File: src/rtl/dawc_pkg.sv
// Shared types and constants for the daily alarm window controller.
package dawc_pkg;

    localparam int NUM_ALARMS      = 4;
    localparam int MINUTES_PER_DAY = 1440;
    localparam int MASK_W          = 4;
    localparam int MIN_W           = 11;
    localparam int CFG_IDX_W       = 4;

    // Register indexes of the configuration port.
    localparam int REG_START_BASE    = 0;
    localparam int REG_DURATION_BASE = 4;

    typedef logic [MIN_W-1:0] minute_t;

    typedef enum logic [1:0] {
        MODE_TICK   = 2'd0,
        MODE_SYNC   = 2'd1,
        MODE_CANCEL = 2'd2,
        MODE_STOP   = 2'd3
    } mode_t;

    typedef struct packed {
        mode_t      mode;
        logic [4:0] hour;
        logic [5:0] minute;
        logic [5:0] second;
    } in_item_t;

    typedef struct packed {
        logic [MASK_W-1:0] start_mask;
        logic              stop_event;
        logic [MASK_W-1:0] ringback_mask;
        logic              ringing;
    } out_item_t;

    typedef struct packed {
        minute_t [MASK_W-1:0] start;
        minute_t [MASK_W-1:0] duration;
    } cfg_t;

    typedef struct packed {
        logic              tick_ok;
        logic [MASK_W-1:0] fired;
        logic              covered;
    } eval_t;

endpackage

File: src/rtl/dawc_cfg_regs.sv
// Configuration register file holding the alarm start minutes and durations.
module dawc_cfg_regs import dawc_pkg::*; (
    input  logic                 aclk,
    input  logic                 aresetn,
    input  logic                 cfg_valid,
    input  logic [CFG_IDX_W-1:0] cfg_index,
    input  logic [MIN_W-1:0]     cfg_data,
    output cfg_t                 cfg
);

    minute_t [MASK_W-1:0] start_reg;
    minute_t [MASK_W-1:0] duration_reg;

    always_ff @(posedge aclk) begin
        if (!aresetn) begin
            start_reg    <= '0;
            duration_reg <= '0;
        end else if (cfg_valid) begin
            for (int k = 0; k < MASK_W; k++) begin
                if (cfg_index == CFG_IDX_W'(REG_START_BASE + k)) begin
                    start_reg[k] <= cfg_data;
                end
                if (cfg_index == CFG_IDX_W'(REG_DURATION_BASE + k)) begin
                    duration_reg[k] <= cfg_data;
                end
            end
        end
    end

    assign cfg.start    = start_reg;
    assign cfg.duration = duration_reg;

endmodule

File: src/rtl/dawc_alarm_eval.sv
// Per-alarm start match and window coverage for one tick.
module dawc_alarm_eval import dawc_pkg::*; (
    input  in_item_t item,
    input  cfg_t     cfg,
    output eval_t    eval
);

    localparam minute_t DAY = MIN_W'(MINUTES_PER_DAY);

    minute_t           now_raw;
    minute_t           now;
    minute_t           start_mod [MASK_W];
    logic [MIN_W:0]    diff      [MASK_W];
    minute_t           offs      [MASK_W];
    logic [MASK_W-1:0] in_win;
    logic              sec_zero;
    logic              tick_ok;
    logic [MASK_W-1:0] fired;

    // hour*60 is formed as hour*64 - hour*4; the sum stays below twice a day.
    assign now_raw = {item.hour, 6'b0} - {4'b0, item.hour, 2'b0} + {5'b0, item.minute};
    assign now     = (now_raw >= DAY) ? now_raw - DAY : now_raw;
    assign sec_zero = (item.second == 6'd0);

    always_comb begin
        case (item.second) inside
            6'd0, 6'd10, 6'd20, 6'd30, 6'd40, 6'd50, 6'd60: tick_ok = 1'b1;
            default:                                        tick_ok = 1'b0;
        endcase
    end

    always_comb begin
        fired  = '0;
        in_win = '0;
        for (int k = 0; k < MASK_W; k++) begin
            start_mod[k] = (cfg.start[k] >= DAY) ? cfg.start[k] - DAY : cfg.start[k];
            diff[k]      = {1'b0, now} - {1'b0, start_mod[k]};
            if (now < start_mod[k]) begin
                diff[k] = diff[k] + {1'b0, DAY};
            end
            offs[k] = diff[k][MIN_W-1:0];
            if (k < NUM_ALARMS) begin
                fired[k] = sec_zero && (now == start_mod[k]);
                if (cfg.duration[k] >= DAY) begin
                    in_win[k] = 1'b1;
                end else begin
                    in_win[k] = (cfg.duration[k] != '0) && (offs[k] < cfg.duration[k]);
                end
            end
        end
    end

    assign eval = '{tick_ok: tick_ok, fired: fired, covered: |in_win};

endmodule

File: src/rtl/daily_alarm_window_controller.sv
// Daily alarm window controller: input register, combinational evaluation, result register.
// An accepted input transaction is held in the input register, and its result is written to the
// result register once the result register is empty or being taken.
// Throughput: one transaction per cycle; the input register and the result register form a
// two-stage pipeline that stalls only while the result register is full and not taken.
// Reset (aresetn low, synchronous) zeroes all configuration registers and alarm state and
// empties both pipeline stages.
module daily_alarm_window_controller import dawc_pkg::*; (
    input  logic                 aclk,
    input  logic                 aresetn,
    input  logic                 s_valid,
    output logic                 s_ready,
    input  in_item_t             s_data,
    output logic                 m_valid,
    input  logic                 m_ready,
    output out_item_t            m_data,
    input  logic                 cfg_valid,
    output logic                 cfg_ready,
    input  logic [CFG_IDX_W-1:0] cfg_index,
    input  logic [MIN_W-1:0]     cfg_data
);

    cfg_t      cfg;
    eval_t     eval;
    in_item_t  in_reg;
    logic      in_valid_reg;
    out_item_t out_reg;
    logic      out_valid_reg;
    logic      advance;

    logic [MASK_W-1:0] triggered_reg, triggered_next;
    logic [MASK_W-1:0] ringback_reg, ringback_next;
    logic              ring_active_reg, ring_active_next;
    logic              cancel_pending_reg, cancel_pending_next;
    logic [MASK_W-1:0] fired;
    logic              stopped;

    dawc_cfg_regs u_cfg_regs (
        .aclk      (aclk),
        .aresetn   (aresetn),
        .cfg_valid (cfg_valid),
        .cfg_index (cfg_index),
        .cfg_data  (cfg_data),
        .cfg       (cfg)
    );

    dawc_alarm_eval u_alarm_eval (
        .item (in_reg),
        .cfg  (cfg),
        .eval (eval)
    );

    assign cfg_ready = 1'b1;
    assign advance   = in_valid_reg && (!out_valid_reg || m_ready);
    assign s_ready   = !in_valid_reg || advance;

    always_comb begin
        triggered_next      = triggered_reg;
        ringback_next       = ringback_reg;
        ring_active_next    = ring_active_reg;
        cancel_pending_next = cancel_pending_reg;
        fired               = '0;
        stopped             = 1'b0;
        case (in_reg.mode)
            MODE_TICK: begin
                if (eval.tick_ok) begin
                    fired          = eval.fired;
                    triggered_next = triggered_reg | eval.fired;
                    ringback_next  = eval.covered ? triggered_next : '0;
                    if (eval.fired != '0) begin
                        ring_active_next = 1'b1;
                    end
                end
            end
            MODE_SYNC: begin
                // A pending cancel stops at once; otherwise ringing ends once no ringback is left.
                if (ring_active_reg && (cancel_pending_reg || ringback_reg == '0)) begin
                    ring_active_next    = 1'b0;
                    cancel_pending_next = 1'b0;
                    triggered_next      = '0;
                    stopped             = 1'b1;
                end
            end
            MODE_CANCEL: begin
                cancel_pending_next = 1'b1;
            end
            default: begin
                ring_active_next    = 1'b0;
                cancel_pending_next = 1'b0;
                triggered_next      = '0;
                stopped             = 1'b1;
            end
        endcase
    end

    always_ff @(posedge aclk) begin
        if (!aresetn) begin
            in_valid_reg       <= 1'b0;
            out_valid_reg      <= 1'b0;
            triggered_reg      <= '0;
            ringback_reg       <= '0;
            ring_active_reg    <= 1'b0;
            cancel_pending_reg <= 1'b0;
        end else begin
            if (s_ready) begin
                in_valid_reg <= s_valid;
            end
            if (advance) begin
                out_valid_reg      <= 1'b1;
                triggered_reg      <= triggered_next;
                ringback_reg       <= ringback_next;
                ring_active_reg    <= ring_active_next;
                cancel_pending_reg <= cancel_pending_next;
            end else if (m_ready) begin
                out_valid_reg <= 1'b0;
            end
        end
    end

    always_ff @(posedge aclk) begin
        if (s_valid && s_ready) begin
            in_reg <= s_data;
        end
        if (advance) begin
            out_reg.start_mask    <= fired;
            out_reg.stop_event    <= stopped;
            out_reg.ringback_mask <= ringback_next;
            out_reg.ringing       <= ring_active_next;
        end
    end

    assign m_valid = out_valid_reg;
    assign m_data  = out_reg;

endmodule
File: config.mk
export PLATFORM = sky130hd
export DESIGN_NAME = daily_alarm_window_controller
export DESIGN_NICKNAME = d
export VERILOG_FILES = /design/src/rtl/dawc_pkg.sv /design/src/rtl/dawc_cfg_regs.sv /design/src/rtl/dawc_alarm_eval.sv /design/src/rtl/daily_alarm_window_controller.sv
export SDC_FILE = /design/constraint.sdc
export NUM_CORES = 1
export LEC_CHECK = 0
export BUFFER_PORTS_ARGS = -buffer_cell sky130_fd_sc_hd__buf_2
export CAP_MARGIN = 40
export CORE_MARGIN = 3
export CORE_UTILIZATION = 63
export CTS_CLUSTER_SIZE = 20
export DETAILED_ROUTE_END_ITERATION = 16
export PLACE_DENSITY = 0.91
export SLEW_MARGIN = 15
export SYNTH_ARGS = -nofsm -noshare
export SYNTH_HDL_FRONTEND = slang
export SYNTH_HIERARCHICAL = 1
export SYNTH_SLANG_ARGS = --single-unit
File: constraint.sdc
create_clock -name aclk -period 7.5 [get_ports aclk]
set_clock_uncertainty 0.2 [all_clocks]
set_input_delay 1.125 -clock aclk [delete_from_list [all_inputs] [get_ports aclk]]
set_output_delay 1.125 -clock aclk [all_outputs]
set_load 0.1 [all_outputs]
# Word-level counts from Yosys, hierarchy flattened
# Cells that the tools add are included.
# op_classes
addsub	15
mul	0
div	0
order_cmp	17
eq_ne	21
shift	0
mux	30
n_bitwise	3
n_reduce_logical	40
# ops
cell	count
11-bit >= comparator (second input constant)	9
11-bit 2-to-1 mux	9
11-bit less-than comparator	8
11-bit subtractor (second input constant)	5
11-bit adder (second input constant)	4
11-bit == test	4
11-bit nonzero test	4
11-bit subtractor	4
4-bit 2-to-1 mux	5
6-bit == test (second input constant)	3
2-bit AND reduction	9
4-bit by 3-bit == test with 1-bit output (second input constant)	4
6-bit by 5-bit == test with 1-bit output (second input constant)	2
1-bit 2-to-1 mux	12
4-bit one-hot mux with 3 select lines	1
11-bit by 6-bit adder with 11-bit output	1
1-bit logical AND	11
11-bit by 7-bit subtractor with 11-bit output	1
4-bit by 2-bit == test with 1-bit output (second input constant)	2
4-bit zero test	2
7-bit OR reduction	1
6-bit by 4-bit == test with 1-bit output (second input constant)	1
6-bit zero test	1
1-bit one-hot mux with 3 select lines	2
other kinds (17)	21
# word_totals
regBits	129
latch_bits	0
ram_bits	0
romBits	0
inputBits	39
out_inout_bits	13
word_cells	148
n_memories	0

# Logic depth before layout (Yosys ltp)
# Gate-level depths: netlist of run 1.
# depth
ltp_word	14
depth_mapped	34

# By module
# The synthesis of run 1 kept the hierarchy.
# by_module_without_submodules
mod	instances	cells_per_inst	area_each_um2
dawc_alarm_eval	1	683	5023.6
dawc_cfg_regs	1	306	3248.1
daily_alarm_window_controller	1	105	1554.0

# Worst setup path before layout of run 1
# OpenSTA, ideal clock, no wires.
# synth_path
kind	reg-to-reg
start	register in_reg[14] in the netlist's numbering
end	register ringback_reg[0]
setup_time_ps	59
arrival_ps	5965
setup_slack_ps	1276
path_stages_with_launch	29
path_buffers	2
synth_period_minus_slack_ps	6224
path_cell_list	edfxtp_1 > inv_1 > ha_1 > o211ai_2 > a21o_1 > and2_1 > clkbuf_1 > inv_1 > ha_1 > clkbuf_1 > o21ai_2 > o21ai_4 > mux2i_4 > ha_1 > a221oi_4 > nor3_2 > a2111oi_4 > mux2_1 > ha_1 > o21a_1 > o21a_1 > o21a_1 > o21a_1 > o21ai_0 > a22oi_1 > nand3_1 > o21ai_0 > o21ai_2 > o211a_1
# synth_rtl
element	line	rtl
start, declared	daily_alarm_window_controller.sv:25	in_item_t in_reg;
start signal, assigned	daily_alarm_window_controller.sv:122	in_reg <= s_data;
end signal, assigned	daily_alarm_window_controller.sv:111	ringback_reg <= ringback_next;
end, declared	daily_alarm_window_controller.sv:32	logic [MASK_W-1:0] ringback_reg, ringback_next;

==> flow_metrics.py, run 1 <==
metrics = {
    "worst_setup_path": {
        "path_delay_family": "compound AO/OA/AOI/OAI gates",
        "max_stage_delay_ns": 0.50,
        "worstPathArrival_ns": 7.28,
        "cpMostUsedCell": "o21a_1",
        "startpoint_type": "register",
        "critPathRequiredTime_ns": 7.67,
        "worstSetupPathType": "reg2reg",
        "worstSetupEndpointType": "register",
        "crit_fanout": 9,
        "worst-path-buf-inv": 2,
        "slowest_stage": "edfxtp_1",
    },
    "cells_and_area": {
        "final_nets": 1290,
        "stdcell_count": 1373,
        "fin_area_sq_mm": 0.0108,
        "diodes": 0,
        "area.growth.synth_to_final_pct": 10.3,
        "largest_reg_flops": 88,
        "drive_above_1_share": 0.119,
    },
    "sta": {
        "min_period_ns": 7.11,
        "finalCritPeriodShare": 0.948,
        "timing.slew.headroom": 0.417,
        "layout_setup_ws_ns": 0.393,
        "max_freq_mhz": 141,
        "setup_viol": 0,
        "tightest_slew_ns": 0.868,
        "drv_slew": 0,
        "final.setup.tns_ns": 0,
        "hold_violations": 0,
    },
    "clock_network": {
        "cts_made_buffers": 17,
        "root_buffer": "clkbuf_16",
        "path_clk_slew_ns": 0.06,
        "cts.htree.levels": 4,
        "cts_tree": "yes",
        "ctsHoldBuffers": 0,
        "clkSinkCount": 129,
        "cts.path.max_buffers": 2,
        "clock_latency_ns": 0.43,
    },
    "die": {
        "dieArea_sq_mm": 0.0171,
        "num_io_pins": 52,
        "die_y_microns": 131,
        "row_count": 45,
        "start_util": 0.644,
        "die_w_microns": 131,
        "core_sq_mm": 0.0153,
    },
    "yosys": {
        "yosys_warnings": 6,
        "syn_nets": 1235,
        "yosys.area_share.simple": 0.160,
        "synth_compound_area_frac": 0.179,
        "synth.largest_area_cell": "dfxtp_1",
        "synth_mux_area_frac": 0.101,
        "yosys-top-cells-count": "nand2_1 (145), dfxtp_1 (100), ha_1 (98), inv_1 (93), mux2i_1 (91)",
        "synth-seq-area-share": 0.292,
        "synth_xor_area_frac": 0.0805,
        "yosysMostFrequentCell": "nand2_1",
        "synth_top_area_frac": 0.204,
        "synthAdderAreaFrac": 0.133,
        "syn_area_per_cell_sq_um": 8.98,
        "synth_edf_count": 29,
        "ys.flop_type": "dfxtp_1",
        "async_reset_ff_frac": 0,
        "synth_area_leaders": "dfxtp_1 (20%), ha_1 (12%), mux2i_1 (9.3%)",
        "ys_ff_latch": 129,
        "netlist_area_sq_mm": 0.00983,
        "synthDistinctLibCells": 91,
        "synthCells": 1094,
        "synth_top_family_by_area": "compound AO/OA/AOI/OAI gates",
    },
    "power_and_ir_drop": {
        "switching_power_uw": 1060,
        "irDropWorstVdd_uv": 212,
        "pwr-share-clk": 0.283,
        "swShare": 0.379,
        "power.internal_uw": 1740,
        "powerDensity_mw_per_mm2": 259,
        "pwr-share-comb": 0.451,
        "seqPwrFrac": 0.265,
        "p_leak_uw": 0.00444,
    },
    "worst_hold_path": {
        "holdCritPathClass": "reg2reg",
    },
    "run": {
        "drv_cap": 0,
    },
    "route": {
        "num_vias": 8623,
        "dr.pass1.iters": 6,
        "wl_per_cell_microns": 19.2,
        "viasPerCell": 6.28,
        "drt_iter0_markers": 862,
        "drc": 0,
        "wirelength_mm": 26.4,
        "ant_nets": 0,
    },
    "run_status": {
        "status": "finished, final reports clean",
    },
    "global_routing": {
        "antenna_found_initial": 0,
        "grt_first_pass_wirelength_mm": 41.7,
        "grt_max_degree": 61,
        "overflow": 0,
        "first_global_vias": 8199,
        "track_usage": 0.312,
    },
    "placed_design": {
        "dpl_worst_slack_ns": 0.612,
        "place_area_sq_mm": 0.0102,
        "numPortBuffers": 50,
        "dp.cells": 1335,
        "dp_hpwl_mm": 18.6,
        "gp_congestion": 1.00,
    },
}
-- logic make-up (layout without fill, tap and decap cells) --
group | Yosys count | count (layout)
AO/OA/AOI/OAI | 241 | 241
XOR/XNOR | 83 | 83
adder cells (fa/ha/maj) | 102 | 102
buffers and inverters | 122 | 190
flip-flops | 129 | 129
multiplexers | 97 | 97
other | 1 | 1
AND/OR/NAND/NOR | 319 | 319
-- final cells by class --
type	count	area [sq um]
Sequential cell	129	2870
Multi-Input combinational cell	843	6430
Inverter	95	357
Clock inverter	12	92.6
Fill cell	1103	4420
Tap cell	211	264
Timing Repair Buffer	63	353
Clock buffer	20	468
-- layer usage --
layer  track usage  wire length (microns)  part of all wire  up-vias
met4         0.154                   1230             0.046        0
li1              -                      -                 -     4024
met1         0.385                  10600              0.40     4070
met5             0                      0                 0        -
met3        0.0634                   2070             0.078      114
met2         0.518                  12500              0.48      415
-- repair_timing --
| item | 4_1_cts | 5_1_grt |
|---|---|---|
| setup endpoints to repair | 0 | 2 |
| buffers inserted | 0 | 5 |
| gates resized for setup | 0 | 2 |
-- worst min-delay path, delay by kind of cell (launching register included) --
kind / cells / cell delay (ns)
simple gates: 1 / 0.05
mux: 1 / 0.05
flops: 1 / 0.32
-- per-stage QoR --
stage / util / total power [uW] / hold slack (ns)
floorplan: - / 1710 / 0.237
global placement: 0.668 / 1910 / 0.258
detailed placement: 0.670 / 1950 / 0.268
CTS: 0.707 / 2770 / 0.276
global route: 0.710 / 2970 / 0.291
finish: 0.710 / 2810 / 0.278
-- layout by cell type, fill, tap and decap left out, types with 8 or more instances in the layout --
master / instances
nor2_1: 48
ha_1: 98
edfxtp_1: 29
o211a_1: 10
o21ai_0: 30
clkbuf_16: 18
o21a_1: 41
a21o_1: 21
nor2b_1: 10
o31ai_1: 8
xor2_1: 31
mux2i_1: 91
nand2b_1: 11
xnor2_1: 45
a31oi_1: 10
buf_2: 51
nand3_1: 17
buf_4: 10
nor4_1: 18
inv_1: 93
a21oi_1: 50
dfxtp_1: 100
o211ai_1: 8
nand2_1: 145
nor3_1: 16
-- power by group through the flow --
| stage | clock [uW] | sequential [uW] | combinational (uW) |
|---|---|---|---|
| 2_1_floorplan | 0 | 777 | 928 |
| 3_3_place_gp | 0 | 759 | 1160 |
| 3_5_place_dp | 0 | 760 | 1190 |
| 4_1_cts | 802 | 745 | 1220 |
| 5_1_grt | 833 | 747 | 1390 |
| 6_report | 794 | 745 | 1270 |
-- final timing paths --
kind,start,endpoint,slack (ns),cells past startpoint
max,in_reg[14],ringback_reg[0],0.39,29
max reg2reg,in_reg[14],ringback_reg[0],0.39,29
min,u_cfg_regs/cfg[25],u_cfg_regs/cfg[25],0.28,2
min reg2reg,u_cfg_regs/cfg[25],u_cfg_regs/cfg[25],0.28,2
Power figures use the tool's default switching activity.
==> run 2, diff against run 1 <==
GPL_TIMING_DRIVEN = 0   (was default)
==> flow_metrics.py, run 2 (same netlist as run 1, synthesis figures left out) <==
metrics = {
    "sta": {
        "tightest_slew_ns": 0.921,
        "finalCritPeriodShare": 0.970,
        "min_period_ns": 7.27,
        "setup_viol": 0,
        "hold_violations": 0,
        "timing.slew.headroom": 0.380,
        "drv_slew": 0,
        "max_freq_mhz": 137,
        "finalHoldWorstSlack_ns": 0.274,
    },
    "clock_network": {
        "cts_made_buffers": 17,
        "cts_tree": "yes",
        "clkSinkCount": 129,
        "path_clk_slew_ns": 0.06,
        "clock_latency_ns": 0.42,
        "cts.path.max_buffers": 2,
        "root_buffer": "clkbuf_16",
        "ctsHoldBuffers": 0,
        "cts.htree.levels": 4,
    },
    "worst_setup_path": {
        "r2r_end": "ringback_reg[2]",
        "cpMostUsedCell": "o21a_1",
        "reg2reg_from": "in_reg[14]",
        "reg2regPathDepth": 31,
        "startpoint_type": "register",
        "worstSetupPathType": "reg2reg",
        "worstPathArrival_ns": 7.43,
        "slowest_stage": "edfxtp_1",
        "critPathRequiredTime_ns": 7.66,
        "max_stage_delay_ns": 0.51,
        "worstSetupEndpointType": "register",
        "crit_fanout": 9,
        "r2r_setup_slack_ns": 0.23,
    },
    "power_and_ir_drop": {
        "powerDensity_mw_per_mm2": 264,
        "p_leak_uw": 0.00456,
        "total_power_uw": 2940,
        "irDropWorstVdd_uv": 136,
    },
    "cells_and_area": {
        "drive_above_1_share": 0.135,
        "stdcell_count": 1401,
        "final_common_cell": "nand2_1",
        "final_cell_mix": "nand2_1 (145), dfxtp_1 (100), ha_1 (97)",
        "final_nets": 1317,
        "area.growth.synth_to_final_pct": 13.3,
        "fill_cells": 1017,
        "seqCellArea_sq_mm": 0.00287,
        "largest_reg_flops": 88,
        "multi_input_area_sq_mm": 0.00646,
    },
    "global_routing": {
        "overflow": 0,
        "first_global_vias": 8590,
        "busiest_layer": "met2",
        "met2_usage": 0.526,
        "use_met3": 0.0780,
        "antenna_found_initial": 0,
        "grtUsageMet1": 0.380,
        "track_usage": 0.321,
        "grt_first_pass_wirelength_mm": 42.6,
        "grt_max_degree": 20,
    },
    "route": {
        "drt_iter0_markers": 1057,
        "wl_per_cell_microns": 19.5,
        "wirelength_mm": 27.4,
        "dr.pass1.iters": 8,
        "ant_nets": 0,
        "num_vias": 8821,
        "viasPerCell": 6.30,
        "drc": 0,
    },
    "die": {
        "num_io_pins": 52,
        "dieArea_sq_mm": 0.0171,
        "die_w_microns": 131,
        "row_count": 45,
        "die_y_microns": 131,
        "core_sq_mm": 0.0153,
        "start_util": 0.644,
    },
    "worst_hold_path": {
        "hold_depth": 2,
        "worstHoldStart": "u_cfg_regs/cfg[53]",
        "holdCritPathClass": "reg2reg",
        "min_to": "u_cfg_regs/cfg[53]",
    },
    "run": {
        "drv_cap": 0,
    },
    "placed_design": {
        "dp_hpwl_mm": 18.5,
        "gp_congestion": 0.957,
        "dp.cells": 1357,
        "numPortBuffers": 50,
    },
    "run_status": {
        "status": "finished, final reports clean",
    },
}
==> run 2: power breakdown <==
group          switching (uW)  total [uW]  internal [uW]
clock network             339         859            520
logic                     751        1330            583
registers                16.2         745            729
total                    1110        2940           1830
==> run 2: how the worst max path moves through the flow <==
stage                from         endpoint  slack, ns  depth (start not counted)
2_1_floorplan  in_reg[14]  ringback_reg[0]       1.28                         28
3_5_place_dp   in_reg[14]  ringback_reg[2]      -0.29                         31
6_report       in_reg[14]  ringback_reg[2]       0.23                         31
4_1_cts        in_reg[14]  ringback_reg[2]       0.07                         30
5_1_grt        in_reg[14]  ringback_reg[2]      -0.10                         30
3_3_place_gp   in_reg[14]  ringback_reg[2]      -0.35                         31
==> run 2: critical path, delay by kind of cell (launching register included) <==
kind            cells  cell delay, ns
fa+ha+maj           4            1.42
simple gates        9            1.83
flops               1            0.51
buf+inv             2            0.41
xor+xnor            1            0.19
compound gates     15            2.62
==> run 2: layout make-up <==
| class | count | area share |
|---|---|---|
| Sequential cell | 129 | 0.258 |
| Clock buffer | 18 | 0.0405 |
| Timing Repair Buffer | 65 | 0.0352 |
| Antenna cell | 1 | 0.000225 |
| Inverter | 95 | 0.0320 |
| Tap cell | 211 | 0.0237 |
| Clock inverter | 14 | 0.0151 |
| Buffer | 25 | 0.0148 |
| Multi-Input combinational cell | 843 | 0.580 |
==> run 2: per-stage QoR <==
| stage | area, sq um | utilization | worst slack [ns] | TNS, ns |
|---|---|---|---|---|
| detailed placement | 10400 | 0.679 | -0.286 | -1.80 |
| global route | 11100 | 0.729 | -0.104 | -0.161 |
| CTS | 11000 | 0.723 | 0.0707 | 0 |
| finish | 11100 | 0.729 | 0.226 | 0 |
| global placement | 10300 | 0.678 | -0.346 | -2.46 |
| floorplan | 9830 | - | 1.28 | 0 |
==> run 2: metal layers <==
metal  wire [microns]  vias up
met4             1710        0
met5                0        -
met1            10400     4116
li1                 -     4090
met2            13000      455
met3             2250      160
==> run 2: what timing repair did <==
action                                  in CTS  in global routing
endpoints found under the setup margin       8                  8
pin swaps                                    2                  3
gates cloned                                 0                  0
resized for setup                            4                  6
buffers inserted                             4                  8
endpoints found under the hold margin        0                  0
